==> src/rtl/core/toeq_pkg.sv <==
// Package for the time-ordered event queue: sizes, field widths, status codes
// and the entry and cell-control types. No dependencies.
package toeq_pkg;

  localparam int unsigned QUEUE_DEPTH = 16;
  localparam int unsigned TIME_BITS   = 32;
  localparam int unsigned TAG_BITS    = 16;
  localparam int unsigned KIND_BITS   = 2;
  localparam int unsigned CNT_W       = $clog2(QUEUE_DEPTH + 1);
  localparam int unsigned OCC_W       = 5;
  localparam int unsigned STATUS_W    = 2;

  localparam logic [STATUS_W-1:0] ST_OK    = 2'd0;
  localparam logic [STATUS_W-1:0] ST_FULL  = 2'd1;
  localparam logic [STATUS_W-1:0] ST_EMPTY = 2'd2;

  localparam logic REQ_INSERT = 1'b0;
  localparam logic REQ_POP    = 1'b1;

  typedef struct packed {
    logic [TIME_BITS-1:0] ev_time;
    logic [KIND_BITS-1:0] kind;
    logic [TAG_BITS-1:0]  tag;
  } entry_t;

  // per-cell control from the queue front end
  typedef struct packed {
    logic ins;        // insert taking effect this cycle
    logic pop;        // pop taking effect this cycle
    logic occ;        // this cell holds a live entry
    logic prev_keep;  // left neighbor keeps its entry (tied high at the head)
  } cell_ctrl_t;

endpackage

==> src/rtl/core/toeq_cell.sv <==
// One slot of the sorted chain: holds an entry, compares it with the entry
// being inserted and shifts toward either neighbor. Depends on toeq_pkg.
module toeq_cell (
  input  logic                clk_i,
  input  toeq_pkg::cell_ctrl_t ctrl_i,
  input  toeq_pkg::entry_t    new_i,
  input  toeq_pkg::entry_t    prev_i,
  input  toeq_pkg::entry_t    next_i,
  output toeq_pkg::entry_t    entry_o,
  output logic                keep_o
);

  toeq_pkg::entry_t entry_q, entry_d;

  // equal or earlier entries stay in front of the new one
  assign keep_o = ctrl_i.occ && (entry_q.ev_time <= new_i.ev_time);

  always_comb begin
    entry_d = entry_q;
    if (ctrl_i.ins) begin
      if (keep_o) begin
        entry_d = entry_q;
      end else if (ctrl_i.prev_keep) begin
        entry_d = new_i;
      end else begin
        entry_d = prev_i;
      end
    end else if (ctrl_i.pop) begin
      entry_d = next_i;
    end
  end

  always_ff @(posedge clk_i) begin
    entry_q <= entry_d;
  end

  assign entry_o = entry_q;

endmodule

==> src/rtl/core/time_ordered_event_queue.sv <==
// Top level of the time-ordered event queue: request decode, fill count,
// result register and the chain of toeq_cell slots. Depends on toeq_pkg.
//
//  channel  | dir | tdata                                   | tuser
//  s_axis   | in  | event_time, event_kind, event_tag       | req_type
//  m_axis   | out | popped_time, popped_kind, popped_tag,   | popped_valid, status
//           |     | occupancy                               |
//
// One request per cycle while the output is not stalled: every cell compares its
// time with the new entry in parallel and shifts one place in the same cycle; the
// result is registered on the transfer, valid in the next cycle. The result register
// frees up in the cycle it is taken, so a stalled output holds back only the next
// request. Reset clears the fill count and output valid; the cells need no reset.
module time_ordered_event_queue (
  input  logic        clk_i,
  input  logic        rst_ni,
  input  logic        s_axis_tvalid_i,
  output logic        s_axis_tready_o,
  // [31:0] event_time, [33:32] event_kind, [49:34] event_tag, [55:50] zero
  input  logic [55:0] s_axis_tdata_i,
  // [0] req_type
  input  logic        s_axis_tuser_i,
  output logic        m_axis_tvalid_o,
  input  logic        m_axis_tready_i,
  // [31:0] popped_time, [33:32] popped_kind, [49:34] popped_tag,
  // [54:50] occupancy, [55] zero
  output logic [55:0] m_axis_tdata_o,
  // [0] popped_valid, [2:1] status
  output logic [2:0]  m_axis_tuser_o
);

  localparam int unsigned DEPTH = toeq_pkg::QUEUE_DEPTH;

  toeq_pkg::entry_t     new_entry;
  toeq_pkg::entry_t     cell_q    [DEPTH];
  toeq_pkg::entry_t     cell_prev [DEPTH];
  toeq_pkg::entry_t     cell_next [DEPTH];
  toeq_pkg::cell_ctrl_t cell_ctrl [DEPTH];
  logic [DEPTH-1:0]     keep;

  logic [toeq_pkg::CNT_W-1:0] count_q, count_d;
  logic in_fire, req_pop, is_full, is_empty, do_ins, do_pop;

  logic                             out_valid_q;
  logic                             res_valid_q, res_valid_d;
  toeq_pkg::entry_t                 res_entry_q, res_entry_d;
  logic [toeq_pkg::STATUS_W-1:0]    res_status_q, res_status_d;
  logic [toeq_pkg::OCC_W-1:0]       res_occ_q, res_occ_d;

  assign new_entry.ev_time = s_axis_tdata_i[31:0];
  assign new_entry.kind    = s_axis_tdata_i[33:32];
  assign new_entry.tag     = s_axis_tdata_i[49:34];
  assign req_pop           = (s_axis_tuser_i == toeq_pkg::REQ_POP);

  assign s_axis_tready_o = !out_valid_q || m_axis_tready_i;
  assign in_fire         = s_axis_tvalid_i && s_axis_tready_o;
  assign is_full         = (count_q == toeq_pkg::CNT_W'(DEPTH));
  assign is_empty        = (count_q == '0);
  assign do_ins          = in_fire && !req_pop && !is_full;
  assign do_pop          = in_fire && req_pop && !is_empty;

  for (genvar gi = 0; gi < DEPTH; gi++) begin : g_cell
    if (gi == 0) begin : g_head
      assign cell_prev[gi]           = new_entry;
      assign cell_ctrl[gi].prev_keep = 1'b1;
    end else begin : g_body
      assign cell_prev[gi]           = cell_q[gi-1];
      assign cell_ctrl[gi].prev_keep = keep[gi-1];
    end
    if (gi == DEPTH - 1) begin : g_tail
      assign cell_next[gi] = '0;
    end else begin : g_inner
      assign cell_next[gi] = cell_q[gi+1];
    end
    assign cell_ctrl[gi].ins = do_ins;
    assign cell_ctrl[gi].pop = do_pop;
    assign cell_ctrl[gi].occ = (toeq_pkg::CNT_W'(gi) < count_q);

    toeq_cell u_cell (
      .clk_i   (clk_i),
      .ctrl_i  (cell_ctrl[gi]),
      .new_i   (new_entry),
      .prev_i  (cell_prev[gi]),
      .next_i  (cell_next[gi]),
      .entry_o (cell_q[gi]),
      .keep_o  (keep[gi])
    );
  end

  always_comb begin
    count_d = count_q;
    if (do_ins) begin
      count_d = count_q + toeq_pkg::CNT_W'(1);
    end else if (do_pop) begin
      count_d = count_q - toeq_pkg::CNT_W'(1);
    end
  end

  always_comb begin
    res_valid_d  = 1'b0;
    res_entry_d  = '0;
    res_status_d = toeq_pkg::ST_OK;
    if (req_pop) begin
      if (is_empty) begin
        res_status_d = toeq_pkg::ST_EMPTY;
      end else begin
        res_valid_d = 1'b1;
        res_entry_d = cell_q[0];
      end
    end else if (is_full) begin
      res_status_d = toeq_pkg::ST_FULL;
    end
    res_occ_d = toeq_pkg::OCC_W'(count_d);
  end

  always_ff @(posedge clk_i or negedge rst_ni) begin
    if (!rst_ni) begin
      count_q     <= '0;
      out_valid_q <= 1'b0;
    end else begin
      count_q <= count_d;
      if (in_fire) begin
        out_valid_q <= 1'b1;
      end else if (m_axis_tready_i) begin
        out_valid_q <= 1'b0;
      end
    end
  end

  always_ff @(posedge clk_i) begin
    if (in_fire) begin
      res_valid_q  <= res_valid_d;
      res_entry_q  <= res_entry_d;
      res_status_q <= res_status_d;
      res_occ_q    <= res_occ_d;
    end
  end

  assign m_axis_tvalid_o = out_valid_q;
  assign m_axis_tdata_o  = {1'b0, res_occ_q, res_entry_q.tag, res_entry_q.kind,
                            res_entry_q.ev_time};
  assign m_axis_tuser_o  = {res_status_q, res_valid_q};

  a_count_bound: assert property (@(posedge clk_i) disable iff (!rst_ni)
    count_q <= toeq_pkg::CNT_W'(DEPTH))
    else $error("fill count above queue depth");

  a_ins_count: assert property (@(posedge clk_i) disable iff (!rst_ni)
    do_ins |=> count_q == $past(count_q) + toeq_pkg::CNT_W'(1))
    else $error("insert did not grow the queue");

  a_empty_pop: assert property (@(posedge clk_i) disable iff (!rst_ni)
    (in_fire && req_pop && is_empty) |=>
      (m_axis_tvalid_o && m_axis_tuser_o[2:1] == toeq_pkg::ST_EMPTY && count_q == '0))
    else $error("pop on empty not flagged or queue changed");

  a_valid_ok: assert property (@(posedge clk_i) disable iff (!rst_ni)
    (m_axis_tvalid_o && m_axis_tuser_o[0]) |-> m_axis_tuser_o[2:1] == toeq_pkg::ST_OK)
    else $error("popped entry with error status");

endmodule

==> config.mk <==
export PLATFORM = sky130hd
export DESIGN_NAME = time_ordered_event_queue
export DESIGN_NICKNAME = d
export VERILOG_FILES = /design/src/rtl/core/toeq_pkg.sv /design/src/rtl/core/toeq_cell.sv /design/src/rtl/core/time_ordered_event_queue.sv
export SDC_FILE = /design/constraint.sdc
export NUM_CORES = 2
export LEC_CHECK = 0
export ABC_AREA = 1
export BUFFER_PORTS_ARGS = -buffer_cell sky130_fd_sc_hd__buf_2
export CORE_MARGIN = 3
export CORE_UTILIZATION = 45
export CTS_CLUSTER_DIAMETER = 30
export DETAILED_ROUTE_END_ITERATION = 7
export PLACE_DENSITY = 0.6
export SLEW_MARGIN = 10
export SYNTH_ARGS = -nofsm -noshare
export SYNTH_HDL_FRONTEND = slang
export SYNTH_SLANG_ARGS = --single-unit
==> constraint.sdc <==
create_clock -name clk_i -period 10.85 [get_ports clk_i]
set_clock_uncertainty 0.15 [all_clocks]
set_input_delay 1.6275 -clock clk_i [delete_from_list [all_inputs] [get_ports clk_i]]
set_output_delay 1.6275 -clock clk_i [all_outputs]
set_load 0.03 [all_outputs]
# After elaboration in Yosys (flattened, before gate mapping)
# Cells that the tools add are included.
# totals
regBits	864
latch_bits	0
mem_bits_rw	0
rom_bits	0
in_bits	61
output_inout_bits	61
elab_cells	225
memories	0
# classes
addsub	2
multipliers	0
div_mod_pow	0
order_cmp	32
eq_ne	17
shifts	0
n_mux	71
bitwise_logic	1
reduce_logical	46
# op_table
op	count
$mux W50	63
$le A32 B32 Y1	16
$lt A4 B5 Y1 const A	8
$ne A2 B2 Y1 const B	16
$reduce_and A2 Y1	16
$logic_and A1 B1 Y1	21
$lt A3 B5 Y1 const A	4
$lt A1 B5 Y1 const A	2
$lt A2 B5 Y1 const A	2
$mux W5	2
$add A5 B1 Y5 const B	1
$eq A5 B5 Y1 const B	1
$logic_not A5 Y1	1
$sub A5 B1 Y5 const B	1
$logic_not A1 Y1	4
$mux W1	4
$mux W2	2
$reduce_bool A2 Y1	2
$reduce_or A2 Y1	1
$logic_or A1 B1 Y1	1
$not A1 Y1	1

# Logic depth before layout (Yosys ltp)
# depth
depth_word	7
depth_mapped	20
mapped_depth_nobuf	19

# Hierarchy
# Synthesis repeated with hierarchy kept, for this count alone.
# hier_totals
hier_cells	7004
hier_area_um2	56420.4
# modules_own_cells
module	n_inst	cells_each	area_each_um2	seq_area_each_um2
toeq_cell	16	421	3350.7	1501.4
time_ordered_event_queue	1	268	2808.9	1891.8

# Worst setup path after synthesis
# No wires, ideal clock.
# synth_path
path_type	input to register
start	in m_axis_tready_i
end	reg g_cell[14].u_cell.entry_q (netlist bit g_cell[14].u_cell.entry_o[0]) (enable)
setup_ns	0.488
arrival_ns	6.475
required_time_ns	10.212
setup_slack_ns	3.737
stages	10
n_path_buf	2
cell_sequence	inv_1 nand2_1 nand2_1 inv_1 nand3_2 inv_2 buf_6 buf_4 nor2_1 a31oi_1
# synth_via
elab_chain_len	6
elab_cells_between_ends	9
cone_classes	eq/ne: 1; reduce/logical: 8
# synth_rtl
item	line	text
start, declared	time_ordered_event_queue.sv:24	input logic m_axis_tready_i,
$logic_or A1 B1 Y1 *	time_ordered_event_queue.sv:55	assign s_axis_tready_o = !out_valid_q || m_axis_tready_i;
net s_axis_tready_o	time_ordered_event_queue.sv:18	output logic s_axis_tready_o,
$logic_and A1 B1 Y1 *	time_ordered_event_queue.sv:56	assign in_fire = s_axis_tvalid_i && s_axis_tready_o;
net in_fire	time_ordered_event_queue.sv:42	logic in_fire, req_pop, is_full, is_empty, do_ins, do_pop;
$logic_and A1 B1 Y1 (on tied branches) (2 in series)	time_ordered_event_queue.sv:59, time_ordered_event_queue.sv:60	
$ne A2 B2 Y1 (no line) / $reduce_bool A2 Y1 (equally long branches)	n/a	
$reduce_and A2 Y1 (no line) *	n/a	
end signal, assigned	toeq_cell.sv:34	entry_q <= entry_d;
end, declared	toeq_cell.sv:13	toeq_pkg::entry_t entry_q, entry_d;
# Mark *: on every way through the listed nets, which the timed path passes. The rest lies on a longest branch.
# A chain may end at the register's enable or synchronous reset.

# Final worst setup path
# layout_path
start	in s_axis_tdata_i[7]
end	reg g_cell[5].u_cell.entry_q (netlist bit g_cell[5].u_cell.entry_o[45]) (enable)
# layout_via
elab_chain_len	4
# layout_rtl
item	line	text
start, declared	time_ordered_event_queue.sv:20	input logic [55:0] s_axis_tdata_i,
$le A32 B32 Y1	toeq_cell.sv:16	assign keep_o = ctrl_i.occ && (entry_q.ev_time <= new_i.ev_time);
$logic_and A1 B1 Y1	toeq_cell.sv:16	
$ne A2 B2 Y1 (no line)	n/a	
$reduce_and A2 Y1 (no line)	n/a	
end signal, assigned	toeq_cell.sv:34	
end, declared	toeq_cell.sv:13	
# Every way passes these cells.

==> results.md <==
- Synthesis-stage register bit count: about 860
- CP startpoint kind: input port
- Grt total ovfl: 0
- F_max: between 0.15 and 0.2 GHz
- Maximum clock path buffer count: 3
- CP endpoint kind: flip-flop
- Starting DRT DRC Count: between 4000 and 5000
- Most frequent cells in the layout: nand2_1, inv_1, edfxtp_1
- CTS Sinks: 864
- Hold Crit Class: flip-flop to flip-flop
- Cell Pwr Density: between 200 and 300 nW/um^2
- Die X: roughly 360 um
- Average size of a mapped cell: between 7 and 8 um^2
- Final Hold Violating Endpoints: 0
- Hold-fix buffers, CTS: 0
- Antenna violation net count after detailed routing: 0
- Area growth, synth to finish: 16.4%
- CTS tree: yes
- RSZ-0062 raised after global routing: no
- Core footprint: 126000 um^2
- Synthesized netlist cell count: roughly 7600
- Die ar.: 132000 um^2
- Cell Rows: between 100 and 150
- Layout Nets: roughly 8300
- Worst path top cell family by delay: simple AND/OR/NAND/NOR gates
- Critical Path Most Common Cell: nand2_1
- N_diodes: 0
- Vias after detailed routing: ~49000
- CTS buffer count: between 200 and 250
- Layout cells sized above 1: 0.0797
- Crit path required time: 11.14 ns
- Reg2Reg Depth: 14
- Synthesis Warnings: 0
- Outcome: finished, final reports clean
- Global-route wire length before repair: approximately 280 mm
- WS Path Type: input port to flip-flop
- GP Congestion: approximately 0.87
- CTS-repair resized insts: 0
- Worst hold path depth: 2
- Via density: around 5
- Commonest non-fill, non-tap cell in the layout: nand2_1
- Final Cell Area: about 67000 um^2
- DP HPWL: about 110 mm
- Worst slew margin: 0.176
- Setup TNS: 0 ns
- Wirelength per Cell: 18.9 um
- # DRC: 0
- Critical path's slowest cell: nand2_2
- Largest net degree at the start of global routing: 221
- Initial Util: 0.455
- CP Max Fanout: 51
- Slew Limit Fails: 0
- Tot Pwr: about 17 mW
- Worst skew pair latency: 0.84 ns
- Vias in the first global route: 47618
- Critical path depth in cells: 17
- Placement Cell Area: about 59000 um^2
- Worst IR Drop VDD: 0.309 mV
- Register area share after synthesis: 0.450
- Final Util: 0.530
- Final setup fails: 0
- Setup bufs post-CTS: 0
- Critical Path AT: ~6.8 ns
- WL final: 181 mm
- Root buf cell: clkbuf_16
- Crit path buffers/inverters: 4
- Mapped cell area: roughly 58000 um^2
- IO Pins: 122
- Leak: 37.2 nW
- Initial antenna violation count: 7
- Cells along the critical path: buf_2, inv_1, ha_1, nand2_1, nor2_1, nand2_1, nand2_1, nand2_1, nand2_1, nand2_1, nand2_1, nand2_1, nand2_2, buf_4, nand2_4, nand2_2, buf_4
- Port Buffers: between 100 and 150
- Die Span Y: ~360 um
- Measured slew at the worst slew-check pin: between 1 and 1.5 ns
- Clk slew on worst S/H paths: 0.05 ns
- Net Count, Synth: between 8000 and 9000
- CP peak stage delay: between 0.8 and 0.9 ns
- Netlist cell types: 36
- H-tree levels: 4
- Max cap viols: 0
- Minimum clock period: between 6 and 7 ns
- Fin crit share: 0.598
- Drt pass-1 iters: 6
- GRT Overall Usage: 0.273
[flip-flops by register name, indices dropped and copies added, names as in the netlist]
signal / count
count_q: 5
g_cell.u_cell.entry_o: 800
m_axis_tdata_o: 50
m_axis_tvalid_o: 1
res_occ_q: 5
res_status_q: 2
res_valid_q: 1
[Yosys cell counts, drive strengths merged]
master | instances | share of area
clkbuf | 135 | 0.0088
o22ai | 1 | 0.00011
nor2 | 268 | 0.018
o211ai | 1 | 0.00013
nand2 | 4233 | 0.28
dfrtp | 6 | 0.0026
nand3 | 92 | 0.0081
a21oi | 269 | 0.023
ha | 515 | 0.11
a21o | 21 | 0.0027
nor3b | 1 | 0.00013
nand4 | 37 | 0.0040
nor4b | 1 | 0.00015
a31oi | 1 | 0.00011
edfxtp | 858 | 0.45
a41oi | 1 | 0.00015
inv | 893 | 0.058
conb | 1 | 0.000065
xor2 | 4 | 0.00061
buf | 184 | 0.023
o21ai | 99 | 0.0086
o21a | 18 | 0.0023
nor3 | 7 | 0.00070
nor4 | 1 | 0.00011
o31ai | 2 | 0.00026
[power breakdown]
part | internal, mW | total, mW | leakage, nW | switching [mW]
sequential | 4.78 | 5.24 | 8.21 | 0.462
clock | 4.71 | 7.00 | 3.95 | 2.29
combinational | 1.38 | 5.00 | 25.1 | 3.62
total | 10.9 | 17.2 | 37.2 | 6.37
[per-stage QoR]
step | setup WS [ns] | instances | hold slack (ns)
floorplan | 3.74 | 7649 | 0.344
global placement | 3.68 | 9148 | 0.348
detailed placement | 3.65 | 9148 | 0.356
CTS | 4.51 | 9601 | 0.365
global route | 4.24 | 9601 | 0.388
finish | 4.36 | 9601 | 0.369
[tightest hold or removal path, delay by kind of cell, from the launching register on]
| kind | cells | cell delay (ns) |
|---|---|---|
| flip-flops | 1 | 0.31 |
| AND/OR/NAND/NOR | 2 | 0.11 |
[area by class of cell]
class                      count  area, um^2
sequential                   864       25900
fill                       11866       59400
inverter                     893        3360
multi-input combinational   5573       26600
clock buffer                 268        6130
tap                         1650        2060
clock inverter               185        1950
timing repair buffer         168        1000
[path summary, 6_finish.rpt]
path                                                             from                                     end  slack (ns)
min in group asynchronous                                      rst_ni                    count_q[4]$_DFF_PN0_        0.48
hold reg to reg            g_cell[15].u_cell.entry_o[8]$_SDFFCE_PN0P_  g_cell[14].u_cell.entry_o[8]$_DFFE_PP_        0.37
setup / recovery                                    s_axis_tdata_i[7]  g_cell[5].u_cell.entry_o[45]$_DFFE_PP_        4.36
max in group asynchronous                                      rst_ni                    count_q[3]$_DFF_PN0_        9.86
setup reg to reg                                 count_q[0]$_DFF_PN0_  g_cell[8].u_cell.entry_o[40]$_DFFE_PP_        4.93
hold / removal             g_cell[15].u_cell.entry_o[8]$_SDFFCE_PN0P_  g_cell[14].u_cell.entry_o[8]$_DFFE_PP_        0.37
[layer usage]
layer	up-vias	track usage	wire length, um
met4	6	0.0940	5840
met5	-	0	46
li1	24223	-	-
met1	22746	0.363	78300
met2	1684	0.445	82700
met3	360	0.0543	14300
[logic make-up (layout without fill, tap and decap cells)]
group	count (synthesis)	count (layout)	share of synthesized area
adders and majority gates	515	515	0.112
AOI/OAI and AO/OA	413	413	0.0378
DFF	864	864	0.450
xor gates and xnor gates	4	4	0.000609
and+or+nand+nor	4640	4640	0.309
other	1	1	0.0000651
buffers and inverters	1212	1514	0.0900
Note: power is estimated with default switching activity, not from simulation.
